`config.mk`:
```
export PLATFORM = sky130hd
export DESIGN_NAME = keypad_integer_calculator
export DESIGN_NICKNAME = d
export VERILOG_FILES = /design/src/hw/rtl/kic_pkg.sv /design/src/hw/rtl/keypad_integer_calculator.sv /design/src/hw/rtl/kic_alu.sv
export VERILOG_INCLUDE_DIRS = /design/src /design/src/hw/rtl
export SDC_FILE = /design/constraint.sdc
export NUM_CORES = 1
export LEC_CHECK = 0
export BUFFER_PORTS_ARGS = -buffer_cell sky130_fd_sc_hd__clkbuf_2
export CORE_MARGIN = 8
export CORE_UTILIZATION = 50
export CTS_BUF_LIST = sky130_fd_sc_hd__clkbuf_16
export CTS_CLUSTER_DIAMETER = 150
export CTS_CLUSTER_SIZE = 12
export DETAILED_ROUTE_END_ITERATION = 8
export PLACE_DENSITY = 0.8
export SETUP_SLACK_MARGIN = 0.1
export SLEW_MARGIN = 10
export SYNTH_ARGS = -nofsm -noshare
export SYNTH_HDL_FRONTEND = slang
export SYNTH_SLANG_ARGS = --single-unit
```
`constraint.sdc`:
```
create_clock -name clk_i -period 3.6 [get_ports clk_i]
set_input_delay 0.36 -clock clk_i [delete_from_list [all_inputs] [get_ports clk_i]]
set_output_delay 0.36 -clock clk_i [all_outputs]
set_load 0.05 [all_outputs]
```
`src/hw/rtl/assert_macros.svh`:
```
// ----------------------------------------------------------------------------
// assertion helper macros, clocked on clk_i and disabled while rst_ni is low
// ----------------------------------------------------------------------------
`ifndef ASSERT_MACROS_SVH
`define ASSERT_MACROS_SVH

// same-cycle implication
`define KIC_ASSERT_IMP(lbl, ante, cons, msg) \
  lbl: assert property (@(posedge clk_i) disable iff (!rst_ni) (ante) |-> (cons)) \
    else $error(msg);

// next-cycle implication
`define KIC_ASSERT_NXT(lbl, ante, cons, msg) \
  lbl: assert property (@(posedge clk_i) disable iff (!rst_ni) (ante) |=> (cons)) \
    else $error(msg);

`endif

```
`src/hw/rtl/kic_pkg.sv`:
```
// ----------------------------------------------------------------------------
// kic_pkg
// shared types, operator codes, characters and the keypad map of the calculator
// ----------------------------------------------------------------------------
`default_nettype none

package kic_pkg;

  // pending operator codes
  typedef enum logic [2:0] {
    OP_NONE = 3'd0,
    OP_ADD  = 3'd1,
    OP_SUB  = 3'd2,
    OP_MUL  = 3'd3,
    OP_DIV  = 3'd4,
    OP_MOD  = 3'd5
  } op_e;

  // ascii characters
  localparam logic [7:0] CH_CLR  = 8'h43;  // 'C'
  localparam logic [7:0] CH_0    = 8'h30;
  localparam logic [7:0] CH_9    = 8'h39;
  localparam logic [7:0] CH_ADD  = 8'h2B;
  localparam logic [7:0] CH_SUB  = 8'h2D;
  localparam logic [7:0] CH_MUL  = 8'h2A;
  localparam logic [7:0] CH_DIV  = 8'h2F;
  localparam logic [7:0] CH_MOD  = 8'h25;
  localparam logic [7:0] CH_EQ   = 8'h3D;

  // request to the arithmetic unit
  typedef struct packed {
    logic start;
    op_e  op;
  } alu_req_t;

  // status from the arithmetic unit
  typedef struct packed {
    logic done;
  } alu_rsp_t;

  // 4x4 pad, row major
  function automatic logic [7:0] key_char(input logic [3:0] idx);
    logic [7:0] c;
    case (idx)
      4'd0:    c = 8'h37;
      4'd1:    c = 8'h38;
      4'd2:    c = 8'h39;
      4'd3:    c = CH_DIV;
      4'd4:    c = 8'h34;
      4'd5:    c = 8'h35;
      4'd6:    c = 8'h36;
      4'd7:    c = CH_MUL;
      4'd8:    c = 8'h31;
      4'd9:    c = 8'h32;
      4'd10:   c = 8'h33;
      4'd11:   c = CH_SUB;
      4'd12:   c = CH_CLR;
      4'd13:   c = CH_0;
      4'd14:   c = CH_MOD;
      default: c = CH_ADD;
    endcase
    return c;
  endfunction

  // operator character to code
  function automatic op_e op_code_of(input logic [7:0] c);
    op_e o;
    case (c)
      CH_ADD:  o = OP_ADD;
      CH_SUB:  o = OP_SUB;
      CH_MUL:  o = OP_MUL;
      CH_DIV:  o = OP_DIV;
      CH_MOD:  o = OP_MOD;
      default: o = OP_NONE;
    endcase
    return o;
  endfunction

endpackage

`default_nettype wire

```
`src/hw/rtl/keypad_integer_calculator.sv`:
```
// ----------------------------------------------------------------------------
// keypad_integer_calculator
// five-function integer keypad calculator with an iterative arithmetic unit
// ----------------------------------------------------------------------------
// Usage:
//   input channel (in_valid_i / in_ready_o) carries one beat per key event:
//   cmd_i = 0 is a keypad press at key_index_i, cmd_i = 1 is an equals event.
//   output channel (out_valid_o / out_ready_i) returns exactly one beat per
//   input beat: echo, clear and result fields.
//   a keypad press is answered from the output register in the cycle after
//   it is taken. An equals event runs through the shared adder:
//   OPERAND_BITS steps for multiply, divide and modulo, one step otherwise;
//   the done flag and then the output register follow the last step.
//   throughput: one key event at a time; in_ready_o is low while the
//   arithmetic unit is busy and while an answer waits to be taken, so a slow
//   equals event holds the input until its answer reaches the output register.
//   reset clears both operands, the pending operator and the done phase and
//   empties the output register.
//   a stalled receiver holds the answer in the output register; no new key
//   event is taken until it drains.
// ----------------------------------------------------------------------------
`default_nettype none

`include "assert_macros.svh"

module keypad_integer_calculator #(
  parameter int unsigned OPERAND_BITS = 16
) (
  input  wire logic                    clk_i,
  input  wire logic                    rst_ni,
  input  wire logic                    in_valid_i,
  output logic                         in_ready_o,
  input  wire logic                    cmd_i,
  input  wire logic [3:0]              key_index_i,
  output logic                         out_valid_o,
  input  wire logic                    out_ready_i,
  output logic                         echo_valid_o,
  output logic      [7:0]              echo_char_o,
  output logic                         clear_screen_o,
  output logic                         result_valid_o,
  output logic      [OPERAND_BITS-1:0] result_value_o,
  output logic                         divide_by_zero_o
);
  import kic_pkg::*;

  localparam int unsigned N = OPERAND_BITS;

  localparam logic S_IDLE = 1'b0;
  localparam logic S_CALC = 1'b1;

  logic         state_q, state_d;
  logic [N-1:0] first_q, first_d;
  logic [N-1:0] second_q, second_d;
  op_e          pend_q, pend_d;
  logic         done_ph_q, done_ph_d;
  logic         dz_q, dz_d;

  logic         out_valid_q, out_valid_d;
  logic         echo_valid_q, echo_valid_d;
  logic [7:0]   echo_char_q, echo_char_d;
  logic         clear_q, clear_d;
  logic         res_valid_q, res_valid_d;
  logic [N-1:0] res_value_q, res_value_d;
  logic         res_dz_q, res_dz_d;

  logic         in_acc;
  logic [7:0]   ch;
  logic         key_is_num;
  op_e          key_op;
  logic [N-1:0] digit_src, digit_val;
  alu_req_t     alu_req;
  alu_rsp_t     alu_rsp;
  logic [N-1:0] alu_res;

  assign in_ready_o = (state_q == S_IDLE) && (!out_valid_q || out_ready_i);
  assign in_acc     = in_valid_i && in_ready_o;

  // key decode
  assign ch         = key_char(key_index_i);
  assign key_is_num = (ch >= CH_0) && (ch <= CH_9);
  assign key_op     = op_code_of(ch);

  // decimal digit step: value * 10 + digit
  assign digit_src = (pend_q == OP_NONE) ? first_q : second_q;
  assign digit_val = {digit_src[N-4:0], 3'b000} + {digit_src[N-2:0], 1'b0}
                   + N'(ch - CH_0);

  // start the arithmetic unit on equals
  assign alu_req.start = in_acc && cmd_i;
  assign alu_req.op    = pend_q;

  kic_alu #(
    .OPERAND_BITS(OPERAND_BITS)
  ) u_alu (
    .clk_i   (clk_i),
    .rst_ni  (rst_ni),
    .req_i   (alu_req),
    .a_i     (first_q),
    .b_i     (second_q),
    .rsp_o   (alu_rsp),
    .result_o(alu_res)
  );

  // calculator state and sequencer
  always_comb begin
    state_d   = state_q;
    first_d   = first_q;
    second_d  = second_q;
    pend_d    = pend_q;
    done_ph_d = done_ph_q;
    dz_d      = dz_q;
    if (in_acc) begin
      if (cmd_i) begin
        state_d   = S_CALC;
        done_ph_d = 1'b1;
        dz_d      = ((pend_q == OP_DIV) || (pend_q == OP_MOD)) && (second_q == '0);
      end else if (ch == CH_CLR) begin
        first_d   = '0;
        second_d  = '0;
        pend_d    = OP_NONE;
        done_ph_d = 1'b0;
      end else if (!done_ph_q) begin
        if (key_is_num) begin
          if (pend_q == OP_NONE) begin
            first_d = digit_val;
          end else begin
            second_d = digit_val;
          end
        end else if (key_op != OP_NONE) begin
          pend_d = key_op;
        end
      end
    end else if (alu_rsp.done) begin
      state_d = S_IDLE;
    end
  end

  // output beat register
  always_comb begin
    out_valid_d  = out_valid_q;
    echo_valid_d = echo_valid_q;
    echo_char_d  = echo_char_q;
    clear_d      = clear_q;
    res_valid_d  = res_valid_q;
    res_value_d  = res_value_q;
    res_dz_d     = res_dz_q;
    if (out_ready_i) begin
      out_valid_d = 1'b0;
    end
    if (in_acc && !cmd_i) begin
      out_valid_d  = 1'b1;
      echo_valid_d = 1'b0;
      echo_char_d  = '0;
      clear_d      = (ch == CH_CLR);
      res_valid_d  = 1'b0;
      res_value_d  = '0;
      res_dz_d     = 1'b0;
      if (ch != CH_CLR && !done_ph_q && (key_is_num || key_op != OP_NONE)) begin
        echo_valid_d = 1'b1;
        echo_char_d  = ch;
      end
    end else if (alu_rsp.done) begin
      out_valid_d  = 1'b1;
      echo_valid_d = 1'b1;
      echo_char_d  = CH_EQ;
      clear_d      = 1'b0;
      res_valid_d  = 1'b1;
      res_value_d  = dz_q ? '0 : alu_res;
      res_dz_d     = dz_q;
    end
  end

  // control registers
  always_ff @(posedge clk_i or negedge rst_ni) begin
    if (!rst_ni) begin
      state_q     <= S_IDLE;
      first_q     <= '0;
      second_q    <= '0;
      pend_q      <= OP_NONE;
      done_ph_q   <= 1'b0;
      dz_q        <= 1'b0;
      out_valid_q <= 1'b0;
    end else begin
      state_q     <= state_d;
      first_q     <= first_d;
      second_q    <= second_d;
      pend_q      <= pend_d;
      done_ph_q   <= done_ph_d;
      dz_q        <= dz_d;
      out_valid_q <= out_valid_d;
    end
  end

  // output payload registers
  always_ff @(posedge clk_i) begin
    echo_valid_q <= echo_valid_d;
    echo_char_q  <= echo_char_d;
    clear_q      <= clear_d;
    res_valid_q  <= res_valid_d;
    res_value_q  <= res_value_d;
    res_dz_q     <= res_dz_d;
  end

  assign out_valid_o      = out_valid_q;
  assign echo_valid_o     = echo_valid_q;
  assign echo_char_o      = echo_char_q;
  assign clear_screen_o   = clear_q;
  assign result_valid_o   = res_valid_q;
  assign result_value_o   = res_value_q;
  assign divide_by_zero_o = res_dz_q;

  // checks
  `KIC_ASSERT_IMP(a_done_in_calc, alu_rsp.done, state_q == S_CALC, "alu done outside calc")
  `KIC_ASSERT_NXT(a_eq_to_calc, in_acc && cmd_i, state_q == S_CALC && done_ph_q, "no calc")
  `KIC_ASSERT_IMP(a_result_echo, out_valid_q && res_valid_q, echo_char_q == CH_EQ, "result without equals")
  `KIC_ASSERT_IMP(a_dz_zero, out_valid_q && res_dz_q, res_value_q == '0, "divide by zero not zero")

endmodule

`default_nettype wire

```
`src/hw/rtl/kic_alu.sv`:
```
// ----------------------------------------------------------------------------
// kic_alu
// iterative arithmetic unit: one shared adder does add, subtract, shift-add
// multiply and restoring divide / modulo, one step per cycle
// ----------------------------------------------------------------------------
`default_nettype none

module kic_alu #(
  parameter int unsigned OPERAND_BITS = 16
) (
  input  wire logic                    clk_i,
  input  wire logic                    rst_ni,
  input  wire kic_pkg::alu_req_t       req_i,
  input  wire logic [OPERAND_BITS-1:0] a_i,
  input  wire logic [OPERAND_BITS-1:0] b_i,
  output kic_pkg::alu_rsp_t            rsp_o,
  output logic      [OPERAND_BITS-1:0] result_o
);
  import kic_pkg::*;

  localparam int unsigned N  = OPERAND_BITS;
  localparam int unsigned W  = OPERAND_BITS + 2;
  localparam int unsigned CW = $clog2(OPERAND_BITS + 1);

  logic          busy_q, busy_d;
  logic          done_q, done_d;
  op_e           op_q, op_d;
  logic [CW-1:0] cnt_q, cnt_d;
  logic [N:0]    acc_q, acc_d;
  logic [N-1:0]  sh_q, sh_d;
  logic [N-1:0]  a_q, a_d;
  logic [N-1:0]  b_q, b_d;

  logic [N:0]    rem_shift;
  logic [W-1:0]  add_x, add_y, sum;
  logic          add_cin;
  logic          iterative;

  // partial remainder shifted left with the next dividend bit
  assign rem_shift = {acc_q[N-1:0], sh_q[N-1]};
  assign iterative = (req_i.op == OP_MUL) || (req_i.op == OP_DIV) || (req_i.op == OP_MOD);

  // shared adder operand selection
  always_comb begin
    add_x   = {2'b00, a_q};
    add_y   = '0;
    add_cin = 1'b0;
    case (op_q)
      OP_ADD: begin
        add_y = {2'b00, b_q};
      end
      OP_SUB: begin
        add_y   = ~{2'b00, b_q};
        add_cin = 1'b1;
      end
      OP_MUL: begin
        add_x = {1'b0, acc_q[N-1:0], 1'b0};
        add_y = sh_q[N-1] ? {2'b00, a_q} : '0;
      end
      OP_DIV, OP_MOD: begin
        add_x   = {1'b0, rem_shift};
        add_y   = ~{2'b00, b_q};
        add_cin = 1'b1;
      end
      default: begin
        add_y = '0;
      end
    endcase
  end

  assign sum = add_x + add_y + {{(W-1){1'b0}}, add_cin};

  // sequencing of the steps
  always_comb begin
    busy_d = busy_q;
    done_d = 1'b0;
    op_d   = op_q;
    cnt_d  = cnt_q;
    acc_d  = acc_q;
    sh_d   = sh_q;
    a_d    = a_q;
    b_d    = b_q;
    if (req_i.start) begin
      busy_d = 1'b1;
      op_d   = req_i.op;
      a_d    = a_i;
      b_d    = b_i;
      acc_d  = '0;
      cnt_d  = iterative ? CW'(N) : CW'(1);
      sh_d   = (req_i.op == OP_MUL) ? b_i : a_i;
    end else if (busy_q) begin
      case (op_q)
        OP_MUL: begin
          acc_d = {1'b0, sum[N-1:0]};
          sh_d  = {sh_q[N-2:0], 1'b0};
        end
        OP_DIV, OP_MOD: begin
          if (!sum[W-1]) begin
            acc_d = sum[N:0];
            sh_d  = {sh_q[N-2:0], 1'b1};
          end else begin
            acc_d = rem_shift;
            sh_d  = {sh_q[N-2:0], 1'b0};
          end
        end
        default: begin
          acc_d = {1'b0, sum[N-1:0]};
        end
      endcase
      cnt_d = cnt_q - CW'(1);
      if (cnt_q == CW'(1)) begin
        busy_d = 1'b0;
        done_d = 1'b1;
      end
    end
  end

  // control registers
  always_ff @(posedge clk_i or negedge rst_ni) begin
    if (!rst_ni) begin
      busy_q <= 1'b0;
      done_q <= 1'b0;
      op_q   <= OP_NONE;
      cnt_q  <= '0;
    end else begin
      busy_q <= busy_d;
      done_q <= done_d;
      op_q   <= op_d;
      cnt_q  <= cnt_d;
    end
  end

  // datapath registers
  always_ff @(posedge clk_i) begin
    acc_q <= acc_d;
    sh_q  <= sh_d;
    a_q   <= a_d;
    b_q   <= b_d;
  end

  assign rsp_o.done = done_q;
  assign result_o   = (op_q == OP_DIV) ? sh_q : acc_q[N-1:0];

endmodule

`default_nettype wire
```
==> run_results.csv <==
group,metric,value,unit
status,status,"completed",
synth,synth_area_leaders,"edfxtp_1 20%, dfrtp_1 14%, dfxtp_1 7.8%, mux2i_1 7.8%, ha_1 6.2%",
clock_network,cts_tree,"built",
worst_setup_path,timing.rr.end,"second_q[15]",
synth,async_flop_share,35.00,%
clock_network,cts_made_buffers,17,
synth,yosys.cell_count.top_type,"nand2_1",
synth,ys_seq_area_share,41.53,%
timing,finalHoldViolCount,0,
timing,setup_violations,0,
run,max_cap_viol_count,0,
global_route,track_usage,19.97,%
worst_setup_path,path_class,"reg2reg",
drt,wl_per_cell,18.51,um
cells_and_area,regArea,0.003620,mm^2
floorplan,rows,48,
drt,drcViolationCount,0,
floorplan,dieHeight,148,um
cells_and_area,drive_gt1_share,17.96,%
synth,synth_top_cell_by_area,"edfxtp_1",
clock_network,clockBufferDepth,2,
global_route,use_met3,4.555,%
drt,firstDrtPassIters,7,
synth,yosys_warnings,0,
worst_setup_path,cp_data_arrival_time,3.71,ns
worst_setup_path,crit_path_top_delay_cell,"fa_2",
drt,drt_iter0_drc,670,
synth,synthCells,887,
power,ir_worst_vdd,0.3854,mV
cells_and_area,diodes,0,
worst_setup_path,crit_family,"compound AO/OA/AOI/OAI gates",
power,p_leak,0.004639,uW
drt,vias,7108,
floorplan,fp.dieW,148,um
synth,ys_ff_latch,140,
floorplan,start_util,50.72,%
drt,ant_nets,0,
global_route,overflow,0,
cells_and_area,multi_input_area,0.004841,mm^2
worst_setup_path,cp-end-kind,"flop",
floorplan,core_area,0.01718,mm^2
floorplan,ios,39,
synth,ys_top_cells_by_count,"131 x nand2_1, 68 x mux2i_1, 61 x o21ai_0, 57 x edfxtp_1, 52 x a21oi_1",
timing,rsz0062_at_grt,"true",
global_route,grt_first_pass_wirelength,35260,um
global_route,grtUsageMet1,25.42,%
place,place_congestion,0.9412,
place,hpwlAfterDp,15700,um
worst_setup_path,crit_start,"pend_q[1]",
global_route,antenna_found_initial,0,
synth,synth-edff-count,57,
timing,holdWs,0.3149,ns
hold_path,hp-class,"in2reg",
timing,period_needed,3.407,ns
timing,min_period_over_period,94.63,%
worst_setup_path,cp.depth,12,
global_route,grt-busiest-layer,"met2",
synth,syn-num-nets,954,
worst_setup_path,worst-path-buf-inv,1,
synth,synthFlopType,"edfxtp_1",
worst_setup_path,cp_cell_sequence,"nor3_4, buf_6, mux2_2, fa_2, ha_4, a211oi_2, nor2_2, o31a_1, nand4_1, a221o_1, o21ai_1, a22o_1",
cells_and_area,post-route-util,58.89,%
timing,maxSlewViolCount,0,
drt,wl,22100,um
drt,vias_per_cell,5.953,
global_route,grt_max_degree,41,
clock_network,insertion_delay,0.42,ns
worst_setup_path,worstRegToRegCells,12,
worst_setup_path,crit_end,"second_q[15]",
worst_setup_path,r2r_setup_slack,0.19,ns
worst_setup_path,path_max_fanout,5,
cells_and_area,syn2layout_area_growth,16.10,%
floorplan,design.die.area,0.02190,mm^2
power,p_per_area,528.0,mW/mm^2
place,port_buffers,37,
clock_network,cts.sinks,140,
timing,max_slew_margin,21.87,%
clock_network,cts-root-buf,"clkbuf_16",
synth,netlist.area_leader.share,19.65,%
timing,fin_worst_skew,0.006920,ns
timing,clock.fmax,0.2936,GHz
synth,synth_cell_types,76,
global_route,grtUsageMet2,32.95,%
synth,avgSynthCellArea,9.822,um^2
clock_network,h-tree-depth,4,
timing,worst_pin_slew,1.172,ns
worst_setup_path,reg2reg_from,"pend_q[1]",
worst_setup_path,start_kind,"flop",
cells_and_area,final_nets,1023,
clock_network,clk_pin_slew,0.06,ns
synth,syn_area,0.008712,mm^2
worst_setup_path,max_stage_delay,0.59,ns
cells_and_area,fill_cells,1406,
power,total_power,5340,uW
worst_setup_path,cp.required,3.91,ns
global_route,grt_pass1_vias,6900,
-- placed cells by master (no fill, tap or decap), types with 5 or more instances in the layout --
master / count
dfrtp_1: 48
a21oi_1: 51
clkbuf_2: 37
a211oi_1: 9
dfxtp_1: 34
a21o_1: 12
o21ai_1: 21
a22o_1: 23
o211ai_1: 6
nand2_1: 131
nand2b_1: 9
mux2_2: 9
nand4_1: 7
o21ai_0: 59
nor3b_1: 6
nor2_1: 38
xnor2_1: 20
clkbuf_16: 18
nand3_1: 11
inv_1: 34
xor2_1: 12
fa_1: 13
buf_4: 54
o21a_1: 8
ha_1: 39
nor3_1: 8
nor2b_1: 5
edfxtp_1: 57
mux2i_1: 65
o32ai_1: 15
-- final cells by class --
cell class | instances | share of cell area [%]
inverters | 36 | 1.385
well taps | 225 | 2.783
clock inverters | 15 | 1.225
repair buffers | 97 | 6.754
flip-flops and latches | 140 | 35.79
multi-input cells | 664 | 47.86
clock buffers | 17 | 4.206
-- stage by stage --
stage               std cells  setup slack [ns]  area [um^2]  setup TNS, ns
CTS                      1181           0.08714         9915              0
finish                   1194            0.1934        10110              0
global placement         1148            0.1205         9348              0
global route             1194           0.02006        10110              0
floorplan                 887            0.1323         8753              0
detailed placement       1148          -0.02074         9348       -0.03975
-- report_power, final --
group / switching (uW) / total (uW) / leakage, uW / internal (uW)
logic: 996 / 1470 / 0.00291 / 474
clock network: 681 / 1630 / 0.000268 / 944
registers: 266 / 2240 / 0.00146 / 1980
total: 1940 / 5340 / 0.00464 / 3400
-- how the worst min path moves through the flow --
| stage | from | to | cells after the start |
|---|---|---|---|
| 2_1_floorplan | rst_ni | done_ph_q | 0 |
| 6_report | cmd_i | divide_by_zero_o | 3 |
| 3_5_place_dp | rst_ni | u_alu.busy_q | 1 |
| 5_1_grt | cmd_i | result_valid_o | 3 |
| 4_1_cts | cmd_i | divide_by_zero_o | 3 |
| 3_3_place_gp | rst_ni | u_alu.busy_q | 1 |
-- registers in the layout (all words and copies together), names as in the netlist, 3 cells and up --
register / cells
result_value_o: 16
u_alu.b_q: 16
first_q: 16
second_q: 16
u_alu.acc_q: 16
u_alu.op_q: 3
pend_q: 3
echo_char_o: 7
u_alu.sh_q: 16
u_alu.a_q: 16
u_alu.cnt_q: 5
-- per-layer routing --
metal | vias to the layer above | share of wire, %
li1 | 3365 | -
met4 | 0 | 2.5
met2 | 272 | 48
met5 | - | 0
met1 | 3427 | 43
met3 | 44 | 6.2
-- timing repair --
| item | 4_1_cts | 5_1_grt |
|---|---|---|
| pin swaps | 0 | 12 |
| cloned | 0 | 1 |
| hold buffers | 1 | 0 |
| buffers inserted | 0 | 12 |
| hold endpoints to repair | 14 | 0 |
| endpoints found under the setup margin | 3 | 30 |
| gates resized for setup | 2 | 22 |
-- tightest hold or removal path, cell delays in order --
cell and delay (ns):
clkbuf_2 0.13, nor4b_4 0.11, nor2_1 0.10
-- cell families (layout without fill, tap and decap cells) --
group / Yosys count / in the layout / synth area share [%]
other: 1 / 1 / 0.04304
AO/OA/AOI/OAI: 242 / 242 / 18.43
XOR/XNOR: 32 / 32 / 3.217
flip-flops: 140 / 140 / 41.53
AND/OR/NAND/NOR: 252 / 252 / 13.80
buffers and inverters: 83 / 165 / 4.122
adder cells (fa/ha/maj): 58 / 58 / 9.622
multiplexers: 79 / 79 / 9.235
No activity file was read; power rests on OpenSTA's default activity.
